`config.mk`:
```
export PLATFORM = sky130hd
export DESIGN_NAME = bcsn_lane
export DESIGN_NICKNAME = d
export VERILOG_FILES = /design/src/hw/rtl/bbox_center_scale_normalize_defines.svh /design/src/hw/rtl/bcsn_pkg.sv /design/src/hw/rtl/bcsn_lane.sv
export SDC_FILE = /design/constraint.sdc
export NUM_CORES = 2
export LEC_CHECK = 0
export ABC_AREA = 1
export BUFFER_PORTS_ARGS = -buffer_cell sky130_fd_sc_hd__buf_2
export CAP_MARGIN = 40
export CORE_MARGIN = 1.5
export CORE_UTILIZATION = 45
export DETAILED_ROUTE_END_ITERATION = 6
export HOLD_SLACK_MARGIN = 0.03
export SLEW_MARGIN = 20
export SYNTH_ARGS = -nofsm -noshare
export SYNTH_HDL_FRONTEND = slang
export SYNTH_SLANG_ARGS = --single-unit
```
`constraint.sdc`:
```
create_clock -name clk_i -period 8.5 [get_ports clk_i]
set_clock_uncertainty 0.15 [all_clocks]
set_input_delay 1.275 -clock clk_i [delete_from_list [all_inputs] [get_ports clk_i]]
set_output_delay 1.275 -clock clk_i [all_outputs]
set_load 0.02 [all_outputs]
```
`src/hw/rtl/bbox_center_scale_normalize_defines.svh`:
```
// Assertion macros for the bounding-box normalizer.
`ifndef BBOX_CENTER_SCALE_NORMALIZE_DEFINES_SVH
`define BBOX_CENTER_SCALE_NORMALIZE_DEFINES_SVH

`ifndef SYNTHESIS
// Same-cycle implication, checked on clk_i with rst_ni low masking it.
`define BCSN_ASSERT_IMP(lbl, ante, cons) \
  lbl: assert property (@(posedge clk_i) disable iff (!rst_ni) (ante) |-> (cons)) \
    else $error("bcsn same-cycle check failed");
// Next-cycle implication.
`define BCSN_ASSERT_NXT(lbl, ante, cons) \
  lbl: assert property (@(posedge clk_i) disable iff (!rst_ni) (ante) |=> (cons)) \
    else $error("bcsn next-cycle check failed");
`else
`define BCSN_ASSERT_IMP(lbl, ante, cons)
`define BCSN_ASSERT_NXT(lbl, ante, cons)
`endif

`endif

```
`src/hw/rtl/bcsn_pkg.sv`:
```
// Types and constants shared by the bounding-box normalizer.
`timescale 1ns / 1ps

package bcsn_pkg;

  localparam int COORD_WIDTH = 32;
  localparam int FRAC_BITS   = 16;
  localparam int SCALE_WIDTH = 34;
  localparam int DIV_STEPS   = SCALE_WIDTH;

  localparam logic MODE_MEASURE   = 1'b0;
  localparam logic MODE_TRANSFORM = 1'b1;

  typedef struct packed {
    logic                          mode;
    logic                          first;
    logic signed [COORD_WIDTH-1:0] coord_x;
    logic signed [COORD_WIDTH-1:0] coord_y;
    logic signed [COORD_WIDTH-1:0] coord_z;
  } bcsn_in_t;

  typedef struct packed {
    logic signed [COORD_WIDTH-1:0] norm_x;
    logic signed [COORD_WIDTH-1:0] norm_y;
    logic signed [COORD_WIDTH-1:0] norm_z;
    logic                          degenerate;
  } bcsn_out_t;

  typedef struct packed {
    logic meas;
    logic meas_first;
    logic load_coord;
    logic load_mid;
    logic mag_en;
    logic pp_en;
    logic sum_en;
  } bcsn_lane_ctrl_t;

  typedef enum logic [2:0] {
    ST_IDLE,
    ST_DIV,
    ST_MAG,
    ST_PP,
    ST_SUM,
    ST_SAT
  } bcsn_state_e;

endpackage

```
`src/hw/rtl/bcsn_lane.sv`:
```
// One axis lane: bounds tracking, midpoint and the scaled, saturated offset.
`timescale 1ns / 1ps

module bcsn_lane import bcsn_pkg::*; (
  input  logic                          clk_i,
  input  logic                          rst_ni,
  input  bcsn_lane_ctrl_t               ctrl_i,
  input  logic signed [COORD_WIDTH-1:0] coord_i,
  input  logic [SCALE_WIDTH-1:0]        scale_i,
  output logic [COORD_WIDTH-1:0]        extent_o,
  output logic signed [COORD_WIDTH-1:0] norm_o
);

  localparam int MagW  = COORD_WIDTH + 1;
  localparam int HalfW = SCALE_WIDTH / 2;
  localparam int HighW = SCALE_WIDTH - HalfW;
  localparam int LoW   = MagW + HalfW;
  localparam int HiW   = MagW + HighW;
  localparam int ProdW = MagW + SCALE_WIDTH;
  localparam int QW    = ProdW - FRAC_BITS;

  logic signed [COORD_WIDTH-1:0] min_q, max_q, mid_q, coord_q;
  logic [MagW-1:0]               mag_q;
  logic                          neg_q;
  logic [LoW-1:0]                p_lo_q;
  logic [HiW-1:0]                p_hi_q;
  logic [ProdW-1:0]              prod_q;

  logic [MagW-1:0]  span, mid_sum, diff;
  logic [QW-1:0]    q;
  logic [QW:0]      q_ceil;

  always_ff @(posedge clk_i or negedge rst_ni) begin
    if (!rst_ni) begin
      min_q <= '0;
      max_q <= '0;
      mid_q <= '0;
    end else begin
      if (ctrl_i.meas) begin
        if (ctrl_i.meas_first) begin
          min_q <= coord_i;
          max_q <= coord_i;
        end else begin
          if (coord_i < min_q) min_q <= coord_i;
          if (coord_i > max_q) max_q <= coord_i;
        end
      end
      if (ctrl_i.load_mid) begin
        mid_q <= mid_sum[MagW-1:1];
      end
    end
  end

  always_comb begin
    span     = {max_q[COORD_WIDTH-1], max_q} - {min_q[COORD_WIDTH-1], min_q};
    extent_o = span[MagW-1] ? '0 : span[COORD_WIDTH-1:0];
    // Dropping the low bit of the sign-extended sum rounds towards minus infinity.
    mid_sum  = {max_q[COORD_WIDTH-1], max_q} + {min_q[COORD_WIDTH-1], min_q};
    diff     = {coord_q[COORD_WIDTH-1], coord_q} - {mid_q[COORD_WIDTH-1], mid_q};
  end

  always_ff @(posedge clk_i) begin
    if (ctrl_i.load_coord) coord_q <= coord_i;
    if (ctrl_i.mag_en) begin
      neg_q <= diff[MagW-1];
      mag_q <= diff[MagW-1] ? ('0 - diff) : diff;
    end
    if (ctrl_i.pp_en) begin
      p_lo_q <= LoW'(mag_q) * LoW'(scale_i[HalfW-1:0]);
      p_hi_q <= HiW'(mag_q) * HiW'(scale_i[SCALE_WIDTH-1:HalfW]);
    end
    if (ctrl_i.sum_en) begin
      prod_q <= ProdW'(p_lo_q) + (ProdW'(p_hi_q) << HalfW);
    end
  end

  // A negative result is minus the ceiling of the magnitude quotient.
  always_comb begin
    q      = prod_q[ProdW-1:FRAC_BITS];
    q_ceil = {1'b0, q} + (QW + 1)'(|prod_q[FRAC_BITS-1:0]);
    if (!neg_q) begin
      if (|q[QW-1:COORD_WIDTH-1]) norm_o = {1'b0, {(COORD_WIDTH - 1){1'b1}}};
      else                        norm_o = q[COORD_WIDTH-1:0];
    end else begin
      if (|q_ceil[QW:COORD_WIDTH-1]) norm_o = {1'b1, {(COORD_WIDTH - 1){1'b0}}};
      else                           norm_o = '0 - q_ceil[COORD_WIDTH-1:0];
    end
  end

endmodule

```
# Word-level counts from Yosys, hierarchy flattened
# Index checks and enable logic that the tools add are counted.
[classes]
add_sub_neg = 7
multipliers = 2
div_mod_pow = 0
order_cmp = 2
n_eq_ne = 0
shift = 0
n_mux = 9
n_bitwise = 0
reduce_logical = 7
[ops]
columns = ["cell", "count"]
rows = [
  ["$mux 32", 9],
  ["$mul 33x17->50", 2],
  ["$add 50x67->67", 1],
  ["$sub 32x32->33", 2],
  ["$add 51x1->52", 1],
  ["$add 32x32->33", 1],
  ["$sub 1x33->33 const A", 1],
  ["$gt 32x32->1", 1],
  ["$lt 32x32->1", 1],
  ["$sub 1x32->32 const A", 1],
  ["$reduce_or 21->1", 1],
  ["$reduce_or 20->1", 1],
  ["$reduce_or 16->1", 1],
  ["$reduce_and 2->1", 2],
  ["$reduce_bool 2->1", 2],
]
[word_totals]
reg_bits = 329
latch_bits = 0
mem_bits_rw = 0
romBits = 0
in_bits = 75
elab_cells = 37
mem_count = 0

# Depth between registers and ports, before layout
[logic_depth]
ltp_word = 5
depth_mapped = 31

# Worst setup path after synthesis
# No wires, ideal clock.
[synth_timing]
kind = "input port to flip-flop"
start = "in scale_i[2]"
end = "reg p_lo_q[27] (data pin)"
setup_ns = 0.265
arrival_time_ns = 6.423
slack_ns = 1.662
path_stages = 21
path_cell_list = "buf_1 -> clkbuf_1 -> nand2_1 -> fa_1 -> fa_1 -> fa_1 -> inv_1 -> fa_1 -> fa_1 -> inv_1 -> fa_1 -> inv_1 -> ha_1 -> a21oi_1 -> inv_1 -> a31oi_1 -> o21ai_0 -> or2_2 -> a21oi_1 -> o21ai_0 -> xor2_1"
[synth_between]
elab_chain_len = 1
[synth_rtl]
columns = ["item", "line_no", "source"]
rows = [
  ["from (decl)", "bcsn_lane.sv:9", "input logic [SCALE_WIDTH-1:0] scale_i,"],
  ["$mul 33x17->50", "bcsn_lane.sv:69", "p_lo_q <= LoW'(mag_q) * LoW'(scale_i[HalfW-1:0]);"],
  ["to (signal assigned)", "bcsn_lane.sv:69", ""],
  ["to (decl)", "bcsn_lane.sv:25", "logic [LoW-1:0] p_lo_q;"],
]
# Every way passes these cells.
# A chain may end at the register's enable or synchronous reset.

# Worst setup path in the final report
[layout_timing]
start = "in scale_i[2]"
end = "reg p_lo_q[37] (data pin)"
# The elaborated chain is that of the path after synthesis.

==> summary.txt <==
Starting DRT DRC Count: 3472
Critical Path RT: 8.69 ns
Reg2reg path depth: 23
Vias per inst: 5.154
Failing checks: design-rule violations
Critical-path maximum fanout: 25
Max-cap viol count: 0
Synth unique cells: 48
Critical path data arrival time: 7.52 ns
Register area share after synthesis: 0.1513
Global Route Usage Sum: 0.2765
Worst setup startpoint: scale_i[2]
Area Growth Syn to Fin: 7.052%
Run status: complete, but fails checks
Flops & latches, synth: 329
Type of the worst setup path: primary input to flop
First-pass GRT wire length: 304700 um
Rows: 136
Clk buf depth: 3
Worst-Skew Late Latency: 0.62 ns
Max-slew violation count: 0
Via count: 52740
Hold path start: p_lo_q[10]$_DFFE_PP_
RSZ-0062 raised after global routing: no
Post-CTS setup buffers: 0
CTS tree: yes
Synth area leader: fa_1
CTS Hold Bufs: 0
Fill count: 13940
Top Ports: 139
Post-Syn Area per Cell: 7.381 um2
Antenna-violating nets left: 0
Hpwl dp: 157600 um
Final Hold Vio Count: 0
Num CTS Buffers: 43
H-tree level count: 2
Gr ovfl total: 0
Die Y: 374.6 um
Die area: 140300 um2
Max-slew headroom at the worst pin: 0.3987
Hold path depth: 0
Synth Instances: 8418
Routed WL: 190700 um
Post-route DRC violation count: 4
Post-route minimum period: 7.337 ns
Post-synth EDFFs: 233
Worst hold path class: flop to flop
PortBufs: 138
R2r startpoint: mag_q[6]$_DFFE_PP_
CTS clk-pin slew, worst paths: 0.06 ns
Post-Syn Area: 62130 um2
Final GP Congestion: 0.9460
Horiz. Die Dim: 374.6 um
Post-synth ARST share: 0.2918
Ys flop type: edfxtp_1
Initial DRT Pass Iterations: 7
Nets: 9856
Multi-input gate area: 43440 um2
Initial antenna violation count: 8
Net Count, Synth: 9869
Worst Max-Slew Pin Slew: 0.9020 ns
Synth area leaders: fa_1 30%, nand2_1 14%, inv_1 13%
Setup violations, final: 0
FF/Latch Area: 9399 um2
CTS sink cnt: 329
Final Cycle Share: 0.8632
Setup Total Neg Slack: 0 ns
Peak Freq: 136.3 MHz
WL/cell: 18.64 um
Largest net degree at the start of global routing: 68
Critical path launch point type: primary input
Vias in the first global route: 54960
CORE AREA: 137300 um2
Post-cts sizing count: 0
Initial Utilization: 0.4525
Share of the synthesized area in the top cell type: 0.3003
Share of layout cells above drive strength 1: 0.04291
Critical Path Sink Type: flop
Yosys warnings: 0
Root Driver: clkbuf_16
cell families (layout without fill, tap and decap cells):
kind of cell	after synthesis	count (layout)	share of synthesized area
other	0	1	0
XOR/XNOR	223	223	0.03143
adder cells (fa/ha/maj)	1376	1376	0.3897
AO/OA/AOI/OAI	709	709	0.06311
flip-flops	329	329	0.1513
buffers and inverters	2466	2485	0.1496
AND/OR/NAND/NOR	3315	3315	0.2149
worst paths after layout:
| check | end | slack [ns] |
|---|---|---|
| worst max-delay path | p_lo_q[37]$_DFFE_PP_ | 1.16 |
| max in group asynchronous | mid_q[15]$_DFFE_PN0P_ | 6.75 |
| worst min register to register | prod_q[10]$_DFFE_PP_ | 0.26 |
| worst max register to register | p_lo_q[37]$_DFFE_PP_ | 1.23 |
| worst min-delay path | prod_q[10]$_DFFE_PP_ | 0.26 |
| min in group asynchronous | max_q[31]$_DFFE_PN0P_ | 0.49 |
metal layers:
metal / vias up / wire length (um) / global-route usage
met2: 1676 / 93760 / 0.4910
met3: 350 / 10370 / 0.03008
li1: 24980 / - / -
met4: 14 / 6941 / 0.09058
met5: - / 96 / 0
met1: 25720 / 79550 / 0.3501
synth_stat cells, drive strengths merged (11+ instances only):
master,n
nand2,2307
inv,2139
fa,932
nor2,522
ha,444
clkbuf,302
nand3,286
o21ai,268
a21oi,267
edfxtp,233
xor2,160
dfrtp,96
nand4,67
nor3,64
xnor2,63
a31oi,57
o21bai,31
nor4,29
a21o,28
buf,24
nand3b,24
o21a,16
a21boi,11
cell usage in the layout (no fill, tap or decap), types with 5 or more instances in the layout:
master,n
nand2_1,2303
inv_1,2136
fa_1,932
nor2_1,507
ha_1,444
nand3_1,284
a21oi_1,267
o21ai_0,259
edfxtp_1,233
xor2_1,160
buf_2,136
buf_4,103
dfrtp_1,96
nand4_1,67
xnor2_1,63
nor3_1,62
a31oi_1,57
clkbuf_16,43
o21bai_1,31
nor4_1,29
a21o_1,28
nand3b_1,24
o21a_1,16
buf_8,15
a21boi_0,10
nor2_2,10
o21ai_1,9
buf_16,8
a221oi_1,7
clkinv_1,7
clkbuf_1,7
and3_1,6
o22ai_1,6
clkinvlp_4,6
a211oi_1,5
o211ai_1,5
nor2_4,5
inv_6,5
buf_12,5
metrics by stage:
step	hold slack (ns)	area, um2	utilization	instances	worst slack, ns
5_1_grt	0.2722	66520	0.4844	10230	0.8712
2_1_floorplan	0.2503	62130	-	8418	1.662
4_1_cts	0.2588	66400	0.4835	10230	1.250
3_3_place_gp	0.2506	64650	0.4708	10130	0.6630
6_report	0.2585	66520	0.4844	10230	1.163
3_5_place_dp	0.2552	65010	0.4734	10150	0.5956
flip-flops by register name (all words and copies together), names as in the netlist:
register and cells:
mid_q 32, max_q 32, p_lo_q 50, mag_q 33
p_hi_q 50, coord_q 32, neg_q 1, min_q 32
prod_q 67
layout make-up:
class	count	area share
Multi-Input combinational cell	5623	0.6531
Sequential cell	329	0.1413
Inverter	2140	0.1208
Tap cell	1794	0.03375
Timing Repair Buffer	268	0.03023
Clock buffer	51	0.01678
Clock inverter	26	0.004025
Antenna cell	1	0.00003762
worst max-delay path, cell delays in order:
cell and delay [ns]:
buf_2 0.49, nand2_1 0.17, fa_1 0.54, fa_1 0.59
fa_1 0.45, fa_1 0.54, inv_1 0.05, fa_1 0.49
fa_1 0.47, ha_1 0.42, nand2_1 0.12, inv_1 0.09
nand2_1 0.04, o21ai_0 0.47, nand2_1 0.10, nand2_1 0.16
a21oi_1 0.16, o21ai_0 0.52, nand2_1 0.15, nand3_1 0.10
nand2_1 0.11
Power is not shown: default switching activity piles up to over one toggle a cycle in this logic, so the estimate is an artifact.
