==> src/hw/rtl/bbox_center_scale_normalize_defines.svh <==
// Assertion macros for the bounding-box normalizer.
`ifndef BBOX_CENTER_SCALE_NORMALIZE_DEFINES_SVH
`define BBOX_CENTER_SCALE_NORMALIZE_DEFINES_SVH

`ifndef SYNTHESIS
// Same-cycle implication, checked on clk_i with rst_ni low masking it.
`define BCSN_ASSERT_IMP(lbl, ante, cons) \
  lbl: assert property (@(posedge clk_i) disable iff (!rst_ni) (ante) |-> (cons)) \
    else $error("bcsn same-cycle check failed");
// Next-cycle implication.
`define BCSN_ASSERT_NXT(lbl, ante, cons) \
  lbl: assert property (@(posedge clk_i) disable iff (!rst_ni) (ante) |=> (cons)) \
    else $error("bcsn next-cycle check failed");
`else
`define BCSN_ASSERT_IMP(lbl, ante, cons)
`define BCSN_ASSERT_NXT(lbl, ante, cons)
`endif

`endif

==> src/hw/rtl/bcsn_pkg.sv <==
// Types and constants shared by the bounding-box normalizer.
`timescale 1ns / 1ps

package bcsn_pkg;

  localparam int COORD_WIDTH = 32;
  localparam int FRAC_BITS   = 16;
  localparam int SCALE_WIDTH = 34;
  localparam int DIV_STEPS   = SCALE_WIDTH;

  localparam logic MODE_MEASURE   = 1'b0;
  localparam logic MODE_TRANSFORM = 1'b1;

  typedef struct packed {
    logic                          mode;
    logic                          first;
    logic signed [COORD_WIDTH-1:0] coord_x;
    logic signed [COORD_WIDTH-1:0] coord_y;
    logic signed [COORD_WIDTH-1:0] coord_z;
  } bcsn_in_t;

  typedef struct packed {
    logic signed [COORD_WIDTH-1:0] norm_x;
    logic signed [COORD_WIDTH-1:0] norm_y;
    logic signed [COORD_WIDTH-1:0] norm_z;
    logic                          degenerate;
  } bcsn_out_t;

  typedef struct packed {
    logic meas;
    logic meas_first;
    logic load_coord;
    logic load_mid;
    logic mag_en;
    logic pp_en;
    logic sum_en;
  } bcsn_lane_ctrl_t;

  typedef enum logic [2:0] {
    ST_IDLE,
    ST_DIV,
    ST_MAG,
    ST_PP,
    ST_SUM,
    ST_SAT
  } bcsn_state_e;

endpackage

==> src/hw/rtl/bcsn_merge.sv <==
// Merging stage: largest extent over the lanes and the iterative scale divider.
`timescale 1ns / 1ps

module bcsn_merge import bcsn_pkg::*; (
  input  logic                   clk_i,
  input  logic                   rst_ni,
  input  logic                   start_i,
  input  logic [COORD_WIDTH-1:0] ext_x_i,
  input  logic [COORD_WIDTH-1:0] ext_y_i,
  input  logic [COORD_WIDTH-1:0] ext_z_i,
  output logic [SCALE_WIDTH-1:0] scale_o,
  output logic                   degenerate_o,
  output logic                   busy_o
);

  localparam int CntW = $clog2(DIV_STEPS);

  logic [SCALE_WIDTH-1:0] scale_q;
  logic                   deg_q, busy_q;
  logic [COORD_WIDTH-1:0] divisor_q, rem_q;
  logic [CntW-1:0]        cnt_q;

  logic [COORD_WIDTH-1:0] ext_xy, ext_max;
  logic [COORD_WIDTH:0]   rem_sh, rem_sub;
  logic                   num_bit, fits;

  always_comb begin
    ext_xy  = (ext_y_i > ext_x_i) ? ext_y_i : ext_x_i;
    ext_max = (ext_z_i > ext_xy) ? ext_z_i : ext_xy;
    // The dividend is a single one in its top bit, so only the first step brings in a one.
    num_bit = (cnt_q == CntW'(DIV_STEPS - 1));
    rem_sh  = {rem_q, num_bit};
    rem_sub = rem_sh - {1'b0, divisor_q};
    fits    = (rem_sh >= {1'b0, divisor_q});
  end

  always_ff @(posedge clk_i or negedge rst_ni) begin
    if (!rst_ni) begin
      scale_q <= '0;
      deg_q   <= 1'b0;
      busy_q  <= 1'b0;
    end else if (start_i) begin
      scale_q <= '0;
      deg_q   <= (ext_max == '0);
      busy_q  <= (ext_max != '0);
    end else if (busy_q) begin
      scale_q <= {scale_q[SCALE_WIDTH-2:0], fits};
      if (cnt_q == '0) busy_q <= 1'b0;
    end
  end

  always_ff @(posedge clk_i) begin
    if (start_i) begin
      divisor_q <= ext_max;
      rem_q     <= '0;
      cnt_q     <= CntW'(DIV_STEPS - 1);
    end else if (busy_q) begin
      rem_q <= fits ? rem_sub[COORD_WIDTH-1:0] : rem_sh[COORD_WIDTH-1:0];
      cnt_q <= cnt_q - 1'b1;
    end
  end

  assign scale_o      = scale_q;
  assign degenerate_o = deg_q;
  assign busy_o       = busy_q;

endmodule

==> config.mk <==
export PLATFORM = sky130hd
export DESIGN_NAME = bcsn_merge
export DESIGN_NICKNAME = d
export VERILOG_FILES = /design/src/hw/rtl/bbox_center_scale_normalize_defines.svh /design/src/hw/rtl/bcsn_pkg.sv /design/src/hw/rtl/bcsn_merge.sv
export SDC_FILE = /design/constraint.sdc
export NUM_CORES = 1
export LEC_CHECK = 0
export BUFFER_PORTS_ARGS = -buffer_cell sky130_fd_sc_hd__buf_2
export CORE_MARGIN = 2
export CORE_UTILIZATION = 47
export CTS_BUF_LIST = sky130_fd_sc_hd__clkbuf_8
export CTS_CLUSTER_DIAMETER = 40
export DETAILED_ROUTE_END_ITERATION = 7
export PLACE_DENSITY = 0.68
export SYNTH_ARGS = -nofsm -noshare
export SYNTH_HDL_FRONTEND = slang
export SYNTH_SLANG_ARGS = --single-unit
==> constraint.sdc <==
create_clock -name clk_i -period 7.5 [get_ports clk_i]
set_clock_uncertainty 0.2 [all_clocks]
set_input_delay 0.375 -clock clk_i [delete_from_list [all_inputs] [get_ports clk_i]]
set_output_delay 0.375 -clock clk_i [all_outputs]
set_load 0.02 [all_outputs]
* Word level (Yosys, flattened, before mapping) *
Index checks and enable logic that the tools add are counted.

cells by class
  add/sub/neg operators = 2
  $mul = 0
  divide/modulo/power cells = 0
  $lt $le $gt $ge = 3
  equal/unequal tests = 1
  shifts and indexed selects = 0
  mux-type cells = 8
  bitwise logic cells = 0
  reductions and logical operators = 4

operators with widths
  cell                                                                 number
  32-bit 2-to-1 mux                                                    3
  34-bit 2-to-1 mux                                                    2
  32-bit > comparator                                                  2
  33-bit by 32-bit greater-or-equal comparator with 1-bit output       1
  32-bit logical NOT                                                   1
  32-bit nonzero test                                                  1
  32-bit subtractor                                                    1
  6-bit == test (second input constant)                                1
  6-bit logical NOT                                                    1
  6-bit by 1-bit subtractor with 6-bit output (second input constant)  1
  1-bit 2-to-1 mux                                                     3
  2-bit nonzero test                                                   1

storage, ports and cells
  register bits after elaboration = 106
  latch bits = 0
  bits in writable memories = 0
  memory bits (read-only) = 0
  bits of input ports = 99
  memories = 0

* Longest topological paths before layout *
Gate-level depths: netlist of run 1.

  depth after elaboration = 6
  mapped depth = 22
  depth with buffers taken out = 19

* Least setup slack after synthesis of run 1 *
Ideal clock, no wire load.

  kind = input -> register
  start = in ext_x_i[29]
  end = reg divisor_q[10], data pin
  arrival time = 4.762 ns
  data required time = 7.033 ns
  setup slack = 2.272 ns
  stages = 20
  path buffers = 5
  cells stage by stage = inv_1 > ha_1 > and4_1 > nand4_1 > or4_1 > or3_1 > a22oi_1 > buf_4 > buf_2 > mux2i_1 > ha_1 > a2111oi_0 > o21ai_1 > o22ai_1 > o21a_1 > a21o_1 > clkbuf_1 > clkbuf_1 > clkbuf_1 > a21oi_1

on the way
  longest elaborated chain between the ends = 4

RTL lines
  what                    RTL line          source
  start: declaration      bcsn_merge.sv:8   input logic [COORD_WIDTH-1:0] ext_x_i,
  32-bit > comparator     bcsn_merge.sv:28  ext_xy = (ext_y_i > ext_x_i) ? ext_y_i : ext_x_i;
  32-bit 2-to-1 mux (*)   bcsn_merge.sv:28
  32-bit > comparator     bcsn_merge.sv:29  ext_max = (ext_z_i > ext_xy) ? ext_z_i : ext_xy;
  32-bit 2-to-1 mux (*)   bcsn_merge.sv:29
  net ext_max[10]         bcsn_merge.sv:23  logic [COORD_WIDTH-1:0] ext_xy, ext_max;
  end signal: assignment  bcsn_merge.sv:54  divisor_q <= ext_max;
  end: declaration        bcsn_merge.sv:20  logic [COORD_WIDTH-1:0] divisor_q, rem_q;

The timed path passes the listed nets; every way through them passes the cells marked *.
A chain may end at the register's enable or synchronous reset.

* Worst setup path after layout of run 1 *
  start = in ext_x_i[29]
  end = reg divisor_q[0], data pin

The elaborated chain is that of the path after synthesis.

==> results of run 1 <==
critical path: cells and delay by family:
family	cells	cell delay (ps)
AOI/OAI and AO/OA	6	1900
and+or+nand+nor	5	1380
adders and majority gates	2	570
buffers and inverters	4	850
muxes	2	660
kinds of logic (layout without fill, tap and decap cells):
group                      count (synthesis)  after routing  share of synthesized area [%]
AOI/OAI and AO/OA                        224            224                           17.9
xor gates and xnor gates                  21             21                           2.25
and+or+nand+nor                          308            308                           17.6
buffers and inverters                    129            244                           6.02
adders and majority gates                100            100                           15.4
muxes                                     71             71                           8.74
DFF                                      106            106                           32.1
state kept, by name, summed over array words and instances (netlist names):
name / flops
busy_o: 1
cnt_q: 6
rem_q: 32
degenerate_o: 1
divisor_q: 32
scale_o: 34
cell usage after synthesis, types with 11 or more instances:
master / instances / share of area [%]
dfxtp_1: 38 / 9.3
a21oi_1: 86 / 5.3
dfrtp_1: 36 / 11
inv_1: 84 / 3.9
nor2_1: 121 / 5.6
a311oi_1: 18 / 1.9
nor3_1: 16 / 0.98
a211oi_1: 11 / 1.0
nand3_1: 18 / 1.1
a21o_1: 20 / 1.8
mux2i_1: 69 / 8.5
xnor2_1: 12 / 1.3
clkbuf_1: 33 / 1.5
nor4_1: 27 / 2.1
o21ai_0: 16 / 0.98
ha_1: 99 / 15
o21ai_1: 13 / 0.80
nand2_1: 69 / 3.2
edfxtp_1: 32 / 12
nand4_1: 20 / 1.5
power by group:
part | internal (mW) | switching (mW)
Combinational | 0.522 | 0.732
Clock | 0.133 | 0.226
Sequential | 0.723 | 0.0852
metal layers:
| metal | GRT usage (%) | part of all wire [%] | vias up |
|---|---|---|---|
| li1 | - | - | 3716 |
| met1 | 31.9 | 47 | 3275 |
| met2 | 34.7 | 43 | 228 |
| met3 | 3.74 | 5.9 | 41 |
| met4 | 9.78 | 3.9 | 0 |
| met5 | 0 | 0 | - |
path summary, 6_finish.rpt:
kind / startpoint / endpoint / slack (ps) / cells past startpoint
min in group asynchronous: rst_ni / scale_o[17]$_DFFE_PN0P_ / 390 / 2
max in group asynchronous: rst_ni / busy_o$_DFF_PN0_ / 6110 / 2
worst min-delay path: ext_z_i[23] / divisor_q[23]$_DFFE_PP_ / 160 / 3
worst max register to register: cnt_q[3]$_SDFFE_PP0P_ / rem_q[30]$_SDFFE_PP0P_ / 3780 / 13
worst min register to register: rem_q[1]$_SDFFE_PP0P_ / rem_q[1]$_SDFFE_PP0P_ / 300 / 2
worst max-delay path: ext_x_i[29] / divisor_q[0]$_DFFE_PP_ / 1680 / 19
what timing repair did:
item	CTS	global route
gates resized for setup	0	0
hold buffers	1	0
setup buffers	0	0
hold endpoints to repair	36	0
area by class of cell:
| class | count | area (sq um) |
|---|---|---|
| Clock buffer | 9 | 124 |
| Clock inverter | 7 | 81.3 |
| Fill cell | 1634 | 7880 |
| Inverter | 86 | 323 |
| Multi-Input combinational cell | 724 | 5050 |
| Sequential cell | 106 | 2630 |
| Tap cell | 225 | 282 |
| Timing Repair Buffer | 142 | 748 |
==> results.yml, run 1 <==
sta:
  setup_ws_ps: 1680
  max_slew_margin_pct: 36.5
  tightest_slew_ps: 953
  fin_hold_ws_ps: 163
  drv_slew: 0
  rsz0062_at_grt: "false"
  hold_violations: 0
  setup_violations: 0
  fin_tns_setup_ps: 0
  period_share_pct: 77.6
  fmax_mhz: 172
  fin_crit_ps: 5820
setup_path:
  path_common_cell: "ha_1"
  slowest_stage: "a22oi_2"
  critPathLaunchType: "input port"
  end_kind: "flop"
  path_cells: "buf_2 > inv_1 > ha_1 > and4_1 > nand4_1 > or4_1 > or3_1 > a22oi_2 > buf_12 > mux2i_1 > ha_1 > nor2b_1 > o211ai_1 > a21oi_1 > a211oi_1 > o21a_1 > a21o_2 > buf_4 > mux2_2"
  crit_arrival_ps: 5760
  path_max_fanout: 35
  max_stage_delay_ps: 690
  cp.required_ps: 7440
  criticalPathCategory: "in -> reg"
logic_synthesis:
  netlist_area_sq_um: 8160
  synthArstFlopShare_pct: 34.0
  ys.flop_type: "dfxtp_1"
  seq_area_frac_synth_pct: 32.1
  synth.avg_cell_area_sq_um: 8.51
  synthesis.nets: 1158
  ys_seq_elements: 106
  ys_types: 68
  synth.yosys.warnings: 0
  synthCells: 959
  synth-edff-count: 32
placement:
  place_inst: 1282
  pre_cts_slack_ps: 1310
  place_hpwl_mm: 16.4
  place_area_sq_um: 9020
  gp_congestion: 0.978
  portBuffers: 134
global_routing:
  grt_usage_pct: 22.8
  grt_max_degree: 79
  grt_pass1_wl_mm: 33.4
  grt.overflow.total: 0
  antenna_found_initial: 0
  grt_pass1_vias: 6693
die:
  io_pins: 135
  dieArea_sq_um: 18400
  die_x_microns: 136
  initial_core_util_pct: 47.7
  num_rows: 48
  design.core.area_sq_um: 17100
  die_h_microns: 136
clock_tree:
  clock-sinks: 106
  cts_buffers: 9
  clk_latency_ps: 390
  clkTransAtPathRegs_ps: 110
  root_buffer: "clkbuf_8"
  clockBufferDepth: 2
  cts_tree: "done"
  htreeDepth: 3
finish:
  fin_area_sq_um: 9240
  final_common_cell: "buf_2"
  final_cell_mix: "buf_2 (133), nor2_1 (121), ha_1 (99), a21oi_1 (86), inv_1 (84)"
  antenna_cells: 0
  nets: 1268
  drive_gt1_share_pct: 15.5
  area_delta_synth_final_pct: 13.2
  stdcell_count: 1299
  finalCoreUtilization_pct: 54.0
drt:
  first_pass_iters: 5
  drt-initial-drc-count: 483
  antenna_left: 0
  routed_wirelength_mm: 20.7
  drc_errors: 0
  vias: 7260
  avgViaCountPerCell: 5.59
  wl_per_cell_microns: 15.9
worst_hold_path:
  holdCritPathClass: "in -> reg"
pwr:
  vdd_drop_max_uv: 156
  p_leak_nw: 4.73
  total_power_mw: 2.42
  powerDensity_nw_per_um2: 262
flow_run:
  maxCapViolations: 0
status:
  status: "complete, no violations"
Note: power is estimated with default switching activity, not from simulation.
==> inputs of run 2 (changes only) <==
- ABC_AREA: unset -> 1
- clock period: 7.5 -> 5.9 ns (I/O delays scaled with it)
==> run 2 against run 1 <==
  * Sequential share of layout area fell by 1.1 points
  * Clock power rose by 33%
  * Combinational power rose by 34%
  * Die area rose by 4.0%
  * Worst setup slack got worse by 710 ps
  * Global-route usage fell by 1.5 points
==> results.yml, run 2 <==
clock_tree:
  root_buffer: "clkbuf_8"
  cts_resized: 0
  clkTransAtPathRegs_ps: 110
  cts_buffers: 9
  clk_latency_ps: 390
  clock-sinks: 106
  cts_tree: "done"
  clockBufferDepth: 2
  htreeDepth: 3
logic_synthesis:
  ys_types: 45
  synth.top_cell.area_share_pct: 14.6
  synthArstFlopShare_pct: 34.0
  synth-edff-count: 32
  ys_top_cells_by_area: "ha_1 (15%), nand2_1 (14%), edfxtp_1 (11%), dfrtp_1 (11%), dfxtp_1 (9.0%)"
  seq_area_frac_synth_pct: 30.9
  ys_seq_elements: 106
  synthCells: 1193
  synth_most_common_cell: "nand2_1"
  ys.flop_type: "dfxtp_1"
  synth.yosys.warnings: 0
  yosysTopAreaCell: "ha_1"
  synth.avg_cell_area_sq_um: 7.12
  synthTopCellsByCount: "nand2_1 (307), inv_1 (189), ha_1 (99)"
  netlist_area_sq_um: 8500
  synthesis.nets: 1392
finish:
  stdcell_count: 1547
  antenna_cells: 0
  final_cell_mix: "nand2_1 (307), inv_1 (189), buf_2 (134), ha_1 (99), nand3_1 (78)"
  nets: 1512
  largest_reg_flops: 34
  drive_gt1_share_pct: 14.1
  final_common_cell: "nand2_1"
  area_delta_synth_final_pct: 12.7
die:
  num_rows: 49
  dieArea_sq_um: 19200
  design.core.area_sq_um: 17800
  die_x_microns: 138
  io_pins: 135
  initial_core_util_pct: 47.6
  die_h_microns: 138
setup_path:
  crit_arrival_ps: 5010
  max_stage_delay_ps: 400
  path_max_fanout: 31
  crit_path_start: "ext_x_i[19]"
  criticalPathCategory: "in -> reg"
  worstSetupEndpoint: "busy_o$_DFF_PN0_"
  cp.required_ps: 5990
  path_common_cell: "nand2_1"
  end_kind: "flop"
  critPathLaunchType: "input port"
  r2r_setup_slack_ps: 2340
  reg2reg_depth: 17
  rr_endpoint: "rem_q[24]$_SDFFE_PP0P_"
  r2r_start: "cnt_q[1]$_SDFFE_PP0P_"
  slowest_stage: "nand2_1"
sta:
  setup_violations: 0
  tightest_slew_ps: 1050
  fin_crit_ps: 4920
  fmax_mhz: 203
  fin_tns_setup_ps: 0
  rsz0062_at_grt: "false"
  period_share_pct: 83.5
  drv_slew: 0
  hold_violations: 0
  max_slew_margin_pct: 30.2
worst_hold_path:
  holdCritPathClass: "in -> reg"
  hold_depth: 3
global_routing:
  grt_max_degree: 47
  grt_usage_pct: 21.3
  antenna_found_initial: 0
  grt.overflow.total: 0
  grt_pass1_vias: 7426
  grt_pass1_wl_mm: 34.4
placement:
  place_hpwl_mm: 16.3
  portBuffers: 134
  place_inst: 1530
  gp_congestion: 0.956
pwr:
  total_power_mw: 3.17
  vdd_drop_max_uv: 244
  powerDensity_nw_per_um2: 330
  p_leak_nw: 5.07
drt:
  vias: 7817
  drt-initial-drc-count: 457
  avgViaCountPerCell: 5.05
  first_pass_iters: 6
  antenna_left: 0
  routed_wirelength_mm: 20.3
  wl_per_cell_microns: 13.1
  drc_errors: 0
flow_run:
  maxCapViolations: 0
status:
  status: "complete, no violations"
-- run 2: changes by cell type after synthesis, sizes merged, moves of 23 or more --
| cell | delta |
|---|---|
| o22ai | +32 |
| or2 | +23 |
| nor2 | -53 |
| inv | +106 |
| nand3 | +60 |
| nand2 | +240 |
| mux2i | -69 |
-- run 2: worst min path at each step --
stage                      from                      end  slack, ps
floorplan                rst_ni         busy_o$_DFF_PN0_       -200
global placement         rst_ni  scale_o[21]$_DFFE_PN0P_        230
detailed placement       rst_ni  scale_o[21]$_DFFE_PN0P_        240
CTS                 ext_z_i[14]  divisor_q[14]$_DFFE_PP_         30
global route        ext_z_i[14]  divisor_q[14]$_DFFE_PP_         40
finish              ext_z_i[14]  divisor_q[14]$_DFFE_PP_         50
-- run 2: what timing repair did --
action,CTS,global route
hold buffers,1,0
setup buffers,0,0
hold endpoints to repair,36,0
-- run 2: power by group --
part	internal (mW)	switching [mW]	total [mW]	leakage (nW)
clock network	0.175	0.303	0.478	0.107
registers	0.916	0.0934	1.01	1.12
logic	0.625	1.05	1.68	3.84
-- run 2: final cells by class --
class                           instances  area, sq um
Clock buffer                            9          124
Clock inverter                          7         88.8
Fill cell                            1794         8260
Inverter                              192          721
Multi-Input combinational cell        861         5000
Sequential cell                       106         2620
Tap cell                              229          287
Timing Repair Buffer                  143          741
-- run 2: cell families after synthesis --
group / Yosys count / synth area share, %
buf+inv: 226 / 10.4
compound gates: 207 / 14.1
fa+ha+maj: 100 / 14.8
xor+xnor: 26 / 2.68
flops: 106 / 30.9
simple gates: 528 / 27.2
-- run 2: per-layer routing --
layer / wire, microns / GRT usage (%) / vias to the layer above
met4: 281 / 4.99 / 0
met1: 9910 / 29.3 / 3467
li1: - / - / 4146
met5: 0 / 0 / -
met2: 9040 / 34.9 / 181
met3: 1040 / 4.16 / 23
-- run 2: per-stage QoR --
stage / util [%] / hold WS [ps] / setup slack [ps] / cell area [sq um]
floorplan: - / -201 / 2050 / 8500
global placement: 52.5 / 233 / 561 / 9360
detailed placement: 52.5 / 241 / 485 / 9360
CTS: 53.7 / 26.4 / 904 / 9580
global route: 53.7 / 42.7 / 420 / 9580
finish: 53.7 / 46.8 / 976 / 9580
-- run 2: worst max-delay path, delay by kind of cell --
kind	cells	cell delay, ps
AND/OR/NAND/NOR	24	2970
buffers and inverters	5	870
adder cells (fa/ha/maj)	2	590
AO/OA/AOI/OAI	1	280
==> inputs of run 3 (changes only) <==
- clock period: 5.9 -> 5 ns (I/O delays scaled with it)
==> run 3 against run 2 <==
  * Sequential share of layout area decreased by 0.068 points
  * Hold slack got worse by 20 ps
  * Global-route usage decreased by 0.65 points
  * Routed wire length decreased by 2.5%
  * Clock power increased by 8.6%
  * Die area unchanged
  * Total power increased by 17%
  * Critical path type unchanged
==> results.yml, run 3 (synthesized netlist as in run 2, its figures left out) <==
die:
  die_h_microns: 138
  io_pins: 135
  dieArea_sq_um: 19200
  design.core.area_sq_um: 17800
  num_rows: 49
  die_x_microns: 138
  initial_core_util_pct: 47.6
sta:
  fin_hold_ws_ps: 27.1
  max_slew_margin_pct: 42.2
  fmax_mhz: 245
  drv_slew: 0
  hold_violations: 0
  tightest_slew_ps: 866
  setup_ws_ps: 919
  period_share_pct: 81.6
  fin_tns_setup_ps: 0
  setup_violations: 0
  fin_crit_ps: 4080
  rsz0062_at_grt: "false"
finish:
  largest_reg_flops: 34
  drive_gt1_share_pct: 14.4
  nets: 1517
  final_cell_mix: "nand2_1 (307), inv_1 (189), buf_2 (134), ha_1 (99), nand3_1 (78)"
  antenna_cells: 0
  area_delta_synth_final_pct: 13.0
  final_common_cell: "nand2_1"
clock_tree:
  clockBufferDepth: 2
  clkTransAtPathRegs_ps: 110
  htreeDepth: 3
  root_buffer: "clkbuf_8"
  clock-sinks: 106
  cts_tree: "done"
  cts_hold_buffers: 2
  cts_buffers: 9
  clk_latency_ps: 370
  postCtsSetupRepairBufs: 0
  cts_resized: 0
placement:
  portBuffers: 134
  gp_congestion: 0.895
  place_hpwl_mm: 16.1
  pre_cts_slack_ps: 429
pwr:
  clkPwrFrac_pct: 14.0
  sw_frac_of_total_pct: 45.4
  powerDensity_nw_per_um2: 386
  p_switching_mw: 1.68
  p_int_mw: 2.02
  power_frac_comb_pct: 53.8
  seqPwrFrac_pct: 32.2
  p_leak_nw: 5.09
  vdd_drop_max_uv: 167
  total_power_mw: 3.71
setup_path:
  crit_arrival_ps: 4150
  end_kind: "flop"
  criticalPathCategory: "in -> reg"
  path_max_fanout: 18
  critPathLaunchType: "input port"
  slowest_stage: "ha_1"
  cp.required_ps: 5070
  max_stage_delay_ps: 310
  critPathTopFamily: "simple AND/OR/NAND/NOR gates"
  path_common_cell: "nand2_1"
  r2r_start: "cnt_q[1]$_SDFFE_PP0P_"
  crit_path_start: "ext_x_i[23]"
  cp_num_buf_inv: 4
worst_hold_path:
  min_from: "ext_z_i[22]"
  holdCritPathClass: "in -> reg"
global_routing:
  grt_pass1_wl_mm: 33.6
  grt.overflow.total: 0
  grt_usage_pct: 20.7
  antenna_found_initial: 0
  grt_pass1_vias: 7290
  grt_max_degree: 47
drt:
  wl_per_cell_microns: 12.7
  first_pass_iters: 7
  drt-initial-drc-count: 402
  drc_errors: 0
  vias: 7837
  avgViaCountPerCell: 5.05
  routed_wirelength_mm: 19.8
  antenna_left: 0
flow_run:
  maxCapViolations: 0
status:
  status: "complete, no violations"
## run 3: cell count changes in the layout (fill, tap and decap cells not counted)
cell / before / now
dlygate4sd3_1: 1 / 2
buf_4: 8 / 12
clkinv_4: 0 / 1
inv_4: 0 / 1
inv_12: 1 / 0
clkinv_2: 0 / 1
inv_6: 2 / 1
inv_8: 2 / 1
## run 3: cell type report
class                   count  area [sq um]
multi-input cells         861          5000
clock buffers               9           124
repair buffers            148           781
inverters                 192           721
fillers                  1734          8240
flip-flops and latches    106          2620
clock inverters             7          72.6
well taps                 229           287
## run 3: stage by stage
stage	utilization, %	cells	cell area [sq um]
6_report	53.8	1552	9610
3_5_place_dp	52.6	1534	9390
3_3_place_gp	52.6	1534	9390
5_1_grt	53.8	1552	9610
2_1_floorplan	-	1193	8500
4_1_cts	53.8	1552	9610
## run 3: layer usage
| metal | wire, microns | track usage, % |
|---|---|---|
| met1 | 9630 | 28.5 |
| met2 | 8750 | 34.4 |
| met3 | 1150 | 3.26 |
| met4 | 235 | 4.40 |
| met5 | 0 | 0 |
## run 3: final timing paths
kind,end,slack (ps),cells past startpoint
max,busy_o$_DFF_PN0_,920,30
min,divisor_q[22]$_DFFE_PP_,30,3
max reg2reg,rem_q[10]$_SDFFE_PP0P_,1290,18
min reg2reg,rem_q[17]$_SDFFE_PP0P_,280,2
max in group asynchronous,degenerate_o$_DFFE_PN0P_,3800,2
min in group asynchronous,scale_o[20]$_DFFE_PN0P_,290,2
## run 3: power groups by stage
stage	combinational, mW	clock, mW	sequential [mW]
2_1_floorplan	1.55	0	1.18
3_3_place_gp	1.95	0	1.20
3_5_place_dp	1.98	0	1.21
4_1_cts	1.99	0.533	1.19
5_1_grt	2.29	0.571	1.21
6_report	1.99	0.519	1.19
## run 3: worst min-delay path: cells and delay by family
kind | cells | cell delay (ps)
buffers and inverters | 2 | 160
AO/OA/AOI/OAI | 1 | 80
